--- src/rtl/core/bthalloc_pkg.sv ---
`timescale 1ns / 1ps

package bthalloc_pkg;

	localparam int TAG_W     = 12;
	localparam int SPAN_W    = 11;
	localparam int OCC_IDX   = 11;
	localparam int MIN_WORDS = 8;
	localparam int TAG_WORDS = 2;
	localparam int SPLIT_MIN = 4;
	localparam int GUARD_TAG_USED = 4;
	localparam logic [SPAN_W-1:0] COUNT_MAX = 11'd2047;

	localparam logic [1:0] OP_ALLOC = 2'd0;
	localparam logic [1:0] OP_FREE  = 2'd1;
	localparam logic [1:0] OP_RESET = 2'd2;

	typedef enum logic [4:0] {
		C_NONE,
		C_CLEAR,
		C_LOAD,
		C_RST0,
		C_RST1,
		C_RST2,
		C_RST3,
		C_ARD,
		C_ANEXT,
		C_SPLIT0,
		C_SPLIT1,
		C_SPLIT2,
		C_SPLIT3,
		C_UNS0,
		C_UNSR,
		C_UNSW,
		C_FRD,
		C_FHDR,
		C_FLEFT,
		C_FRIGHT,
		C_FW0,
		C_FW1
	} cmd_t;

	typedef struct packed {
		logic       clr_last;
		logic [1:0] op;
		logic       free_bad;
		logic       h_end;
		logic       bad;
		logic       fit;
		logic       split;
	} status_t;

	function automatic logic [SPAN_W-1:0] sat_add(input logic [SPAN_W-1:0] a,
		input logic [SPAN_W-1:0] b);
		logic [SPAN_W:0] s;
		s = {1'b0, a} + {1'b0, b};
		return s[SPAN_W] ? COUNT_MAX : s[SPAN_W-1:0];
	endfunction

	function automatic logic [SPAN_W-1:0] sat_sub(input logic [SPAN_W-1:0] a,
		input logic [SPAN_W-1:0] b);
		return (b > a) ? '0 : a - b;
	endfunction

endpackage

--- src/rtl/core/bthalloc_ctrl.sv ---
`timescale 1ns / 1ps

module bthalloc_ctrl (
	input  logic                  clk,
	input  logic                  arst_n,
	input  logic                  s_tvalid,
	output logic                  s_tready,
	output logic                  m_tvalid,
	input  logic                  m_tready,
	input  bthalloc_pkg::status_t status,
	output bthalloc_pkg::cmd_t    cmd
);

	typedef enum logic [22:0] {
		S_CLR    = 23'h000001,
		S_RST0   = 23'h000002,
		S_RST1   = 23'h000004,
		S_RST2   = 23'h000008,
		S_RST3   = 23'h000010,
		S_IDLE   = 23'h000020,
		S_DISP   = 23'h000040,
		S_ARD    = 23'h000080,
		S_ACHK   = 23'h000100,
		S_SPL0   = 23'h000200,
		S_SPL1   = 23'h000400,
		S_SPL2   = 23'h000800,
		S_SPL3   = 23'h001000,
		S_UNS0   = 23'h002000,
		S_UNSR   = 23'h004000,
		S_UNSW   = 23'h008000,
		S_FRD    = 23'h010000,
		S_FCHK   = 23'h020000,
		S_FLEFT  = 23'h040000,
		S_FRIGHT = 23'h080000,
		S_FW0    = 23'h100000,
		S_FW1    = 23'h200000,
		S_DONE   = 23'h400000
	} state_t;

	state_t state_q, state_d;
	logic   boot_q;
	logic   out_valid_q;

	assign s_tready = (state_q == S_IDLE) && !out_valid_q;
	assign m_tvalid = out_valid_q;

	always_comb begin
		state_d = state_q;
		cmd     = bthalloc_pkg::C_NONE;
		unique case (state_q)
			S_CLR: begin
				cmd = bthalloc_pkg::C_CLEAR;
				if (status.clr_last)
					state_d = S_RST0;
			end
			S_RST0: begin
				cmd     = bthalloc_pkg::C_RST0;
				state_d = S_RST1;
			end
			S_RST1: begin
				cmd     = bthalloc_pkg::C_RST1;
				state_d = S_RST2;
			end
			S_RST2: begin
				cmd     = bthalloc_pkg::C_RST2;
				state_d = S_RST3;
			end
			S_RST3: begin
				cmd     = bthalloc_pkg::C_RST3;
				state_d = boot_q ? S_IDLE : S_DONE;
			end
			S_IDLE: begin
				if (s_tvalid && !out_valid_q) begin
					cmd     = bthalloc_pkg::C_LOAD;
					state_d = S_DISP;
				end
			end
			S_DISP: begin
				unique case (status.op)
					bthalloc_pkg::OP_ALLOC: state_d = S_ARD;
					bthalloc_pkg::OP_FREE:  state_d = status.free_bad ? S_DONE : S_FRD;
					bthalloc_pkg::OP_RESET: state_d = S_RST0;
					default:                state_d = S_DONE;
				endcase
			end
			S_ARD: begin
				cmd     = bthalloc_pkg::C_ARD;
				state_d = status.h_end ? S_DONE : S_ACHK;
			end
			S_ACHK: begin
				if (status.bad)
					state_d = S_DONE;
				else if (status.fit)
					state_d = status.split ? S_SPL0 : S_UNS0;
				else begin
					cmd     = bthalloc_pkg::C_ANEXT;
					state_d = S_ARD;
				end
			end
			S_SPL0: begin
				cmd     = bthalloc_pkg::C_SPLIT0;
				state_d = S_SPL1;
			end
			S_SPL1: begin
				cmd     = bthalloc_pkg::C_SPLIT1;
				state_d = S_SPL2;
			end
			S_SPL2: begin
				cmd     = bthalloc_pkg::C_SPLIT2;
				state_d = S_SPL3;
			end
			S_SPL3: begin
				cmd     = bthalloc_pkg::C_SPLIT3;
				state_d = S_DONE;
			end
			S_UNS0: begin
				cmd     = bthalloc_pkg::C_UNS0;
				state_d = S_UNSR;
			end
			S_UNSR: begin
				cmd     = bthalloc_pkg::C_UNSR;
				state_d = S_UNSW;
			end
			S_UNSW: begin
				cmd     = bthalloc_pkg::C_UNSW;
				state_d = S_DONE;
			end
			S_FRD: begin
				cmd     = bthalloc_pkg::C_FRD;
				state_d = S_FCHK;
			end
			S_FCHK: begin
				if (status.bad)
					state_d = S_DONE;
				else begin
					cmd     = bthalloc_pkg::C_FHDR;
					state_d = S_FLEFT;
				end
			end
			S_FLEFT: begin
				cmd     = bthalloc_pkg::C_FLEFT;
				state_d = S_FRIGHT;
			end
			S_FRIGHT: begin
				cmd     = bthalloc_pkg::C_FRIGHT;
				state_d = S_FW0;
			end
			S_FW0: begin
				cmd     = bthalloc_pkg::C_FW0;
				state_d = S_FW1;
			end
			S_FW1: begin
				cmd     = bthalloc_pkg::C_FW1;
				state_d = S_DONE;
			end
			S_DONE: begin
				state_d = S_IDLE;
			end
			default: begin
				state_d = S_IDLE;
			end
		endcase
	end

	always_ff @(posedge clk or negedge arst_n) begin
		if (!arst_n) begin
			state_q     <= S_CLR;
			boot_q      <= 1'b1;
			out_valid_q <= 1'b0;
		end else begin
			state_q <= state_d;
			if (state_q == S_RST3)
				boot_q <= 1'b0;
			if (state_q == S_DONE)
				out_valid_q <= 1'b1;
			else if (m_tready)
				out_valid_q <= 1'b0;
		end
	end

endmodule
--- config.mk ---
export PLATFORM = sky130hd
export DESIGN_NAME = bthalloc_ctrl
export DESIGN_NICKNAME = d
export VERILOG_FILES = /design/src/rtl/core/bthalloc_pkg.sv /design/src/rtl/core/bthalloc_ctrl.sv
export SDC_FILE = /design/constraint.sdc
export NUM_CORES = 1
export LEC_CHECK = 0
export BUFFER_PORTS_ARGS = -buffer_cell sky130_fd_sc_hd__buf_2
export CAP_MARGIN = 5
export CELL_PAD_IN_SITES_DETAIL_PLACEMENT = 1
export CELL_PAD_IN_SITES_GLOBAL_PLACEMENT = 2
export CORE_AREA = 4 4 84 78
export DETAILED_ROUTE_END_ITERATION = 7
export DIE_AREA = 0 0 88 82
export GPL_TIMING_DRIVEN = 0
export PLACE_DENSITY_LB_ADDON = 0.1
export REMOVE_ABC_BUFFERS = 1
export SETUP_SLACK_MARGIN = 0.5
export SKIP_LAST_GASP = 1
export SLEW_MARGIN = 20
export SYNTH_ARGS = -nofsm -noshare
export SYNTH_HDL_FRONTEND = slang
export SYNTH_SLANG_ARGS = --single-unit
--- constraint.sdc ---
create_clock -name clk -period 2.1 [get_ports clk]
set_input_delay 0.42 -clock clk [delete_from_list [all_inputs] [get_ports clk]]
set_output_delay 0.42 -clock clk [all_outputs]
set_load 0.1 [all_outputs]
==> run_results.csv, run 1 <==
group,metric,value,unit
sta,relSlewSlack,53.3,%
sta,slew_violations,0,
setup_path,critical_path.startpoint,"state_q[8]$_DFFE_PN0P_",
setup_path,path_class,"reg2out",
setup_path,category_of_the_worst_setup_path_capture_point,"primary output",
floorplanning,die_area,7220,sq um
setup_path,worstSetupStartpointType,"register",
synthesis,postSynth.topFlopCell,"sky130_fd_sc_hd__dfrtp_1",
sta,finalCritPeriodShare,140,%
sta,grt_setup_unrepaired,"true",
synthesis,synth.cell_area,1540,sq um
clock_network,cts_tree,"built",
clock_network,worst_setup_hold_path_clk_slew,110,ps
clock_network,clk-insertion-delay-late,290,ps
power_and_ir_drop,pwr_density_cell,942,nW/um^2
synthesis,netlist.area_leader.share,37.3,%
power_and_ir_drop,irDropWorstVdd,468,uV
grt,grt_first_pass_wirelength,8.87,mm
route,detailroute.via_count,1618,
clock_network,numCtsBuffers,3,
synthesis,yosysTopAreaCell,"sky130_fd_sc_hd__dfrtp_1",
floorplanning,die_y,82,microns
sta,skew,16.4,ps
grt,global_route.overflow_total,0,
hold_path,hold_class,"in2async",
final_layout,design_area,2660,sq um
final_layout,layout.nets,245,
floorplanning,initial_core_utilization,27.4,%
setup_path,critical_path_arrival,2520,ps
sta,report.final.hold_viol_count,0,
route,detailedRoute.firstIterationViolations,49,
outcome,violations,"setup timing",
synthesis,part_of_the_yosys_area_used_for_sequential_elements,40.7,%
placement,place.detailed.hpwl,3.68,mm
floorplanning,fp.coreArea,5630,sq um
floorplanning,top_level_ports,19,
synthesis,synth_async_sr_flop_share,100,%
setup_path,critical_path.max_fanout,6,
clock_network,ctsLongestPathBuffers,2,
placement,placedInstanceArea,1710,sq um
synthesis,synthesis.instances,161,
sta,final.setup.tns,-8120,ps
job,max-cap-violations,0,
setup_path,crit_required,1680,ps
route,first_pass_iters,4,
final_layout,antenna_cells_inserted,0,
setup_path,worstReg2RegStart,"state_q[12]$_DFFE_PN0P_",
sta,post-route-min-period,2940,ps
synthesis,number_of_enable_flip_flop_cells_after_synthesis,0,
sta,timing_worst_slew_pin_value,694,ps
sta,fmax,340,MHz
sta,setup_viol_count_final,11,
clock_network,cts_htree_levels,1,
final_layout,layout_area_overhead,72.6,%
final_layout,finalNonFillerCells,302,
route,drc,0,
grt,grt_start_max_net_pins,26,
synthesis,netlist-cell-type-count,48,
outcome,status,"finished, violations left",
power_and_ir_drop,power.leakage,0.00116,uW
synthesis,synth.ff_latch_count,25,
clock_network,clk_root_buffer_cell,"sky130_fd_sc_hd__clkbuf_8",
route,routed_wire_per_std_cell,19.9,microns
placement,gpl.final_weighted_congestion,0.778,
sta,timing.final.ws_setup,-841,ps
synthesis,synth-warning-count,0,
clock_network,sinks_on_clock_net,25,
route,drt_wl_total,6.01,mm
grt,grt_antenna_before_repair,0,
floorplanning,die_width,88,microns
synthesis,synth_top_cells_by_count,"sky130_fd_sc_hd__dfrtp_1 (23), sky130_fd_sc_hd__nor2_1 (18), sky130_fd_sc_hd__nand2_1 (12), sky130_fd_sc_hd__nor3_1 (12), sky130_fd_sc_hd__nor4_1 (9)",
synthesis,synthMostInstantiatedCell,"sky130_fd_sc_hd__dfrtp_1",
grt,grt_usage,16.5,%
synthesis,synthesis.area_per_instance,9.57,sq um
placement,place_inst,248,
placement,placement.io_buffers,18,
floorplanning,num_rows,26,
route,drt.antenna.violating_nets,0,
route,viasPerCell,5.36,
synthesis,post_synth_main_area_contributors,"sky130_fd_sc_hd__dfrtp_1 (37%), sky130_fd_sc_hd__nor2_1 (4.4%), sky130_fd_sc_hd__nor4_4 (4.1%)",
sta,worst_hold_slack,135,ps
grt,number_of_global_route_vias_before_repair,1621,
final_layout,drive_above_1_share,59.9,%
## layout by cell type (no fill, tap or decap), types with 2 or more instances in the layout
master and n:
sky130_fd_sc_hd__buf_4 31, sky130_fd_sc_hd__buf_8 2, sky130_fd_sc_hd__or3_1 2, sky130_fd_sc_hd__buf_12 5
sky130_fd_sc_hd__or4b_2 2, sky130_fd_sc_hd__o21ai_0 4, sky130_fd_sc_hd__nor4b_4 2, sky130_fd_sc_hd__nor3b_4 3
sky130_fd_sc_hd__and4b_1 2, sky130_fd_sc_hd__nor2_4 4, sky130_fd_sc_hd__a31oi_1 2, sky130_fd_sc_hd__buf_6 18
sky130_fd_sc_hd__nor3_4 4, sky130_fd_sc_hd__dfrtp_1 11, sky130_fd_sc_hd__nand2_2 4, sky130_fd_sc_hd__clkbuf_8 3
sky130_fd_sc_hd__nand4_1 3, sky130_fd_sc_hd__or4_4 3, sky130_fd_sc_hd__nand3b_1 3, sky130_fd_sc_hd__nand3_1 2
sky130_fd_sc_hd__dfstp_2 2, sky130_fd_sc_hd__or2_4 2, sky130_fd_sc_hd__xor2_1 4, sky130_fd_sc_hd__nor3_1 5
sky130_fd_sc_hd__or2b_1 2, sky130_fd_sc_hd__nand2b_1 5, sky130_fd_sc_hd__dfrtp_2 12, sky130_fd_sc_hd__nor2_2 4
sky130_fd_sc_hd__nor2_1 11, sky130_fd_sc_hd__a21oi_1 6, sky130_fd_sc_hd__nor4_4 13, sky130_fd_sc_hd__nor3_2 4
sky130_fd_sc_hd__buf_2 12, sky130_fd_sc_hd__nand4b_1 3, sky130_fd_sc_hd__nand2_1 9, sky130_fd_sc_hd__inv_1 3
## worst max-delay path, stage by stage, from the launching register on
cell                       delay (ps)
sky130_fd_sc_hd__dfrtp_2          440
sky130_fd_sc_hd__nor4_4           350
sky130_fd_sc_hd__buf_4            190
sky130_fd_sc_hd__nand4_4          160
sky130_fd_sc_hd__or4_4            550
sky130_fd_sc_hd__nor2_4           120
sky130_fd_sc_hd__nor2_1            50
sky130_fd_sc_hd__nand4b_1         150
sky130_fd_sc_hd__buf_8            210
## cell families after synthesis
kind of cell	synth area share, %
compound gates	8.77
xor+xnor	2.84
buf+inv	1.22
flops	40.7
simple gates	46.4
## registers in the layout, summed over array words and instances, names as in the netlist
name and flops:
state_q 23, boot_q 1, m_tvalid 1
## stage by stage
stage          utilization, %  total power, uW  worst slack (ps)
3_3_place_gp             30.4             1260             -1160
6_report                 47.3             2510              -841
2_1_floorplan               -             1090             -1740
3_5_place_dp             30.4             1270             -1210
4_1_cts                  42.1             2090              -834
5_1_grt                  47.3             2620              -933
## power breakdown
group,internal (uW),leakage [uW],switching (uW)
Clock,137,0.0000228,177
Combinational,780,0.000819,868
Sequential,509,0.000318,35.3
## area by class of cell
class                      instances  area, sq um
tap                               70         87.6
multi-input combinational        132         1250
clock buffer                       4         45.0
sequential                        25          643
timing repair buffer              68          626
inverter                           3         11.3
fill                             620         2970
## metal layers
| layer | wire length (microns) | part of all wire [%] | GRT usage [%] | up-vias |
|---|---|---|---|---|
| li1 | - | - | - | 763 |
| met1 | 2720 | 45 | 21.2 | 813 |
| met2 | 3130 | 52 | 29.4 | 33 |
| met3 | 112 | 1.9 | 1.91 | 9 |
| met4 | 51 | 0.85 | 4.14 | 0 |
| met5 | 0 | 0 | 0 | - |
## what timing repair did
item,CTS,global route
setup endpoints to repair,31,32
pin swaps,25,10
gates resized for setup,81,30
buffers inserted,29,21
hold buffers,0,0
## final timing paths
| check | cells after the start | endpoint | slack, ps |
|---|---|---|---|
| setup / recovery | 8 | cmd[0] | -840 |
| hold / removal | 1 | state_q[12]$_DFFE_PN0P_ | 130 |
| setup reg to reg | 19 | state_q[22]$_DFFE_PN0P_ | -740 |
| hold reg to reg | 1 | boot_q$_DFFE_PN1P_ | 500 |
| max in group asynchronous | 1 | state_q[17]$_DFFE_PN0P_ | 1510 |
| min in group clk | 2 | state_q[0]$_DFFE_PN1P_ | 310 |
Power figures use the tool's default switching activity.
==> run 2: changes to the inputs <==
--- a/config.mk
+++ b/config.mk
@@ -9,9 +9,9 @@
 export CAP_MARGIN = 5
 export CELL_PAD_IN_SITES_DETAIL_PLACEMENT = 1
 export CELL_PAD_IN_SITES_GLOBAL_PLACEMENT = 2
-export CORE_AREA = 4 4 84 78
+export CORE_AREA = 4 4 79 73
 export DETAILED_ROUTE_END_ITERATION = 7
-export DIE_AREA = 0 0 88 82
+export DIE_AREA = 0 0 83 77
 export GPL_TIMING_DRIVEN = 0
 export PLACE_DENSITY_LB_ADDON = 0.1
 export REMOVE_ABC_BUFFERS = 1
==> run 2 against run 1 <==
  * The run still ends with setup timing left
  * Clock skew is 4.2 ps higher
  * Sequential power is 0.9% higher
  * Routed wire length grew 7.7%
  * Largest cell class unchanged
==> run_results.csv, run 2 (synthesis results as in run 1) <==
group,metric,value,unit
sta,timing.final.ws_setup,-908,ps
route,detailroute.via_count,1676,
floorplanning,top_level_ports,19,
setup_path,worstSetupStartpointType,"register",
setup_path,sequence_of_cells_on_the_critical_path,"nor4_4 -> buf_4 -> nand2_2 -> or4_4 -> nor3b_4 -> nor3_2 -> nand4_1 -> buf_8",
setup_path,critical-path-slowest-cell,"sky130_fd_sc_hd__or4_4",
floorplanning,die_y,77,microns
power_and_ir_drop,p_total,2300,uW
route,viasPerCell,5.48,
sta,grt_setup_unrepaired,"true",
final_layout,commonest_non_fill_non_tap_cell_in_the_layout,"sky130_fd_sc_hd__buf_4",
final_layout,antenna_cells_inserted,0,
setup_path,path_class,"reg2out",
floorplanning,die_area,6390,sq um
outcome,status,"finished, violations left",
outcome,violations,"setup timing",
clock_network,numCtsBuffers,3,
final_layout,mostFrequentLayoutCells,"sky130_fd_sc_hd__buf_4 (48), sky130_fd_sc_hd__dfrtp_2 (16), sky130_fd_sc_hd__nor4_4 (14)",
clock_network,ctsLongestPathBuffers,2,
floorplanning,fp.coreArea,4860,sq um
clock_network,cts_htree_levels,1,
setup_path,critical_path_arrival,2590,ps
setup_path,critical_path.max_fanout,2,
final_layout,layout_area_overhead,76.2,%
hold_path,hold_class,"in2async",
floorplanning,initial_core_utilization,31.7,%
route,drt_wl_total,6.48,mm
clock_network,sinks_on_clock_net,25,
grt,grt_first_pass_wirelength,9.60,mm
power_and_ir_drop,irDropWorstVdd,754,uV
final_layout,largest_register_ffs,23,
route,drc,0,
setup_path,category_of_the_worst_setup_path_capture_point,"primary output",
floorplanning,die_width,83,microns
setup_path,r2r.worst_path.cells,17,
route,first_pass_iters,4,
final_layout,top_register,"state_q",
final_layout,finalCoreUtilization,55.8,%
job,max-cap-violations,0,
grt,grt_start_max_net_pins,26,
route,routed_wire_per_std_cell,21.2,microns
placement,placement.io_buffers,18,
final_layout,layout.nets,254,
sta,fmax,332,MHz
clock_network,worst_setup_hold_path_clk_slew,110,ps
route,drt.antenna.violating_nets,0,
sta,post-route-min-period,3010,ps
grt,global_route.overflow_total,0,
setup_path,regToRegSetupSlack,-690,ps
setup_path,crit_required,1680,ps
floorplanning,num_rows,24,
setup_path,worst_path_largest_cell_delay,540,ps
clock_network,clk-insertion-delay-late,290,ps
sta,timing_worst_slew_pin_value,620,ps
sta,finalCritPeriodShare,143,%
power_and_ir_drop,power.leakage,0.00118,uW
grt,grt_usage,19.0,%
clock_network,cts_tree,"built",
placement,place.detailed.hpwl,3.69,mm
power_and_ir_drop,pwr_density_cell,848,nW/um^2
grt,number_of_global_route_vias_before_repair,1802,
sta,skew,20.6,ps
sta,setup_viol_count_final,11,
final_layout,drive_above_1_share,63.9,%
sta,relSlewSlack,58.7,%
sta,report.final.hold_viol_count,0,
sta,slew_violations,0,
placement,gpl.final_weighted_congestion,0.809,
route,detailedRoute.firstIterationViolations,76,
clock_network,clk_root_buffer_cell,"sky130_fd_sc_hd__clkbuf_8",
grt,grt_antenna_before_repair,0,
-- run 2: layout make-up --
cell class / instances / area, sq um
fill: 536 / 2150
multi-input combinational: 132 / 1260
timing repair buffer: 77 / 666
sequential: 25 / 648
tap: 65 / 81.3
clock buffer: 3 / 41.3
inverter: 3 / 11.3
clock inverter: 1 / 7.51
-- run 2: through the flow --
stage	cell area, sq um	hold slack (ps)	setup TNS [ps]	setup slack (ps)	std cells
floorplan	1530	124	-5790	-1740	160
global placement	1710	458	-8340	-1130	243
detailed placement	1710	463	-8000	-1110	243
CTS	2400	148	-5090	-807	287
global route	2720	172	-7330	-987	306
finish	2720	131	-6180	-908	306
-- run 2: layer usage --
layer / GRT usage, % / share of wire, % / vias up
met5: 0 / 0 / -
met4: 4.90 / 3.3 / 0
met3: 3.32 / 3.0 / 20
met2: 33.9 / 51 / 35
met1: 23.5 / 43 / 843
li1: - / - / 778
-- run 2: power breakdown --
part	internal, uW	leakage, uW	switching, uW
combinational	606	0.000845	835
sequential	509	0.000311	39.7
clock	135	0.0000217	177
-- run 2: timing repair --
action | CTS | global route
gates cloned | 0 | 0
pin swaps | 12 | 26
endpoints found under the setup margin | 31 | 32
hold buffers | 0 | 0
setup buffers | 40 | 19
resized for setup | 78 | 37
hold endpoints to repair | 0 | 0
-- run 2: final timing paths --
check,start,endpoint
worst max-delay path,state_q[10]$_DFFE_PN0P_,cmd[1]
worst min-delay path,arst_n,state_q[19]$_DFFE_PN0P_
worst max register to register,state_q[10]$_DFFE_PN0P_,state_q[5]$_DFFE_PN0P_
worst min register to register,boot_q$_DFFE_PN1P_,boot_q$_DFFE_PN1P_
max in group asynchronous,arst_n,state_q[14]$_DFFE_PN0P_
min in group clk,status[4],state_q[16]$_DFFE_PN0P_
-- run 2: critical path, delay by kind of cell (launching register included) --
family / cells / cell delay (ps)
simple gates: 6 / 1490
flops: 1 / 440
buf+inv: 2 / 390
==> run 3: changes to the inputs <==
==> constraint.sdc (replaced) <==
create_clock -name clk -period 2.4 [get_ports clk]
set_input_delay 0.24 -clock clk [delete_from_list [all_inputs] [get_ports clk]]
set_output_delay 0.24 -clock clk [all_outputs]
set_load 0.1 [all_outputs]
==> run 3 against run 2 <==
  * The run still ends with setup timing left
  * Cell area shrank 7.5%
  * Core utilization shrank 4.2 points
  * Cell count shrank 2.6%
  * Total power shrank 13%
  * Via count shrank 1.6%
  * Die area is the same
  * Routed wire length shrank 4.0%
  * Largest power group unchanged
==> run_results.csv, run 3 (synthesis results as in run 1) <==
group,metric,value,unit
sta,timing_worst_slew_pin_value,629,ps
route,drc,0,
clock_network,worst_setup_hold_path_clk_slew,110,ps
clock_network,ctsLongestPathBuffers,2,
outcome,status,"finished, violations left",
power_and_ir_drop,power.leakage,0.00113,uW
route,length_of_routed_met3_wiring,230,microns
grt,global_route.overflow_total,0,
route,m1WireLength,2.69,mm
grt,grt_antenna_before_repair,0,
route,detailroute.via_count,1649,
sta,finalCritPeriodShare,117,%
setup_path,category_of_the_worst_setup_path_capture_point,"primary output",
outcome,violations,"setup timing",
setup_path,worstSetupStartpointType,"register",
hold_path,min_delay_path_depth,2,
sta,post-route-min-period,2820,ps
sta,grt_setup_unrepaired,"true",
route,detailedRoute.firstIterationViolations,62,
clock_network,cts_tree,"built",
sta,report.final.hold_viol_count,0,
final_layout,commonest_non_fill_non_tap_cell_in_the_layout,"sky130_fd_sc_hd__buf_4",
final_layout,finalNonFillerCells,298,
floorplanning,initial_core_utilization,31.7,%
final_layout,antenna_cells_inserted,0,
sta,timing.final.ws_setup,-416,ps
final_layout,top_register,"state_q",
hold_path,worstHoldEndpoint,"state_q[0]$_DFFE_PN1P_",
sta,slew_violations,0,
hold_path,hold_class,"in2reg",
placement,placedInstanceArea,1710,sq um
power_and_ir_drop,pwr_density_cell,797,nW/um^2
sta,relSlewSlack,58.1,%
setup_path,critical_path_arrival,2580,ps
placement,place.detailed.hpwl,3.69,mm
clock_network,sinks_on_clock_net,25,
route,first_pass_iters,4,
route,dr.max_layer_used,"met4",
final_layout,design_area,2510,sq um
placement,placement.io_buffers,18,
placement,gpl.final_weighted_congestion,0.809,
clock_network,clk-insertion-delay-late,290,ps
route,drt_wl_total,6.22,mm
setup_path,worstReg2RegStart,"state_q[16]$_DFFE_PN0P_",
grt,grt_first_pass_wirelength,9.27,mm
final_layout,drive_above_1_share,55.4,%
grt,number_of_global_route_vias_before_repair,1689,
power_and_ir_drop,irDropWorstVdd,588,uV
clock_network,cts_htree_levels,1,
final_layout,largest_register_ffs,23,
setup_path,critical_path.max_fanout,5,
sta,final.setup.tns,-3750,ps
setup_path,crit_required,2160,ps
placement,place_inst,243,
sta,skew,16.2,ps
setup_path,r2r.worst_path.cells,15,
route,viasPerCell,5.53,
setup_path,path_class,"reg2out",
floorplanning,die_width,83,microns
final_layout,mostFrequentLayoutCells,"sky130_fd_sc_hd__buf_4 (38), sky130_fd_sc_hd__nor2_1 (14)",
route,routed_wire_per_std_cell,20.9,microns
floorplanning,num_rows,24,
hold_path,min-delay-start,"status[7]",
grt,grt_usage,18.2,%
job,max-cap-violations,0,
floorplanning,die_area,6390,sq um
route,drt.antenna.violating_nets,0,
final_layout,layout.nets,246,
floorplanning,die_y,77,microns
clock_network,clk_root_buffer_cell,"sky130_fd_sc_hd__clkbuf_8",
route,wl_met2,3.12,mm
floorplanning,top_level_ports,19,
floorplanning,fp.coreArea,4860,sq um
setup_path,r2r-end,"state_q[22]$_DFFE_PN0P_",
clock_network,numCtsBuffers,3,
grt,grt_start_max_net_pins,26,
final_layout,layout_area_overhead,63.0,%
sta,fmax,355,MHz
final_layout,filler_cell_count,570,
setup_path,regToRegSetupSlack,-370,ps
sta,setup_viol_count_final,11,
run 3: worst max-delay path, cell delays in order, from the launching register on:
cell	delay (ps)
sky130_fd_sc_hd__dfrtp_2	470
sky130_fd_sc_hd__buf_4	160
sky130_fd_sc_hd__or4b_2	660
sky130_fd_sc_hd__nor3_1	460
sky130_fd_sc_hd__nor3_2	80
sky130_fd_sc_hd__nand3_1	130
sky130_fd_sc_hd__or3_4	140
sky130_fd_sc_hd__buf_12	160
run 3: layer usage:
layer	up-vias	GRT usage [%]
met5	-	0
li1	761	-
met3	13	2.68
met4	0	2.45
met1	839	24.3
met2	36	32.1
run 3: metrics by stage:
stage | util, % | hold slack (ps) | power (uW) | setup WS [ps]
2_1_floorplan | - | -55.6 | 953 | -1260
5_1_grt | 51.6 | 105 | 2080 | -511
3_3_place_gp | 35.1 | 278 | 1090 | -649
4_1_cts | 46.8 | 108 | 1690 | -345
3_5_place_dp | 35.1 | 283 | 1110 | -629
6_report | 51.6 | 106 | 2000 | -416
run 3: layout make-up:
type / count / area (sq um) / area share (%)
Clock inverter: 1 / 7.51 / 0.299
Sequential cell: 25 / 643 / 25.6
Tap cell: 65 / 81.3 / 3.24
Clock buffer: 3 / 41.3 / 1.64
Inverter: 3 / 11.3 / 0.448
Multi-Input combinational cell: 132 / 1130 / 44.9
Timing Repair Buffer: 69 / 601 / 23.9
run 3: how the worst max path moves through the flow:
stage,slack (ps),from,depth (start not counted),to
2_1_floorplan,-1260,state_q[9]$_DFFE_PN0P_,4,cmd[4]
6_report,-420,state_q[3]$_DFFE_PN0P_,7,cmd[2]
3_5_place_dp,-630,state_q[13]$_DFFE_PN0P_,7,cmd[0]
3_3_place_gp,-650,state_q[13]$_DFFE_PN0P_,7,cmd[0]
4_1_cts,-340,state_q[9]$_DFFE_PN0P_,8,cmd[0]
5_1_grt,-510,state_q[16]$_DFFE_PN0P_,15,state_q[5]$_DFFE_PN0P_
run 3: repair_timing:
item	in CTS	in global routing
pin swaps	10	14
setup endpoints to repair	28	23
hold buffers	1	0
resized for setup	64	20
hold endpoints to repair	23	0
setup buffers	32	18
run 3: power breakdown:
part           switching [uW]  internal (uW)  total [uW]
clock                     165            118         283
sequential               32.1            445         477
combinational             699            544        1240
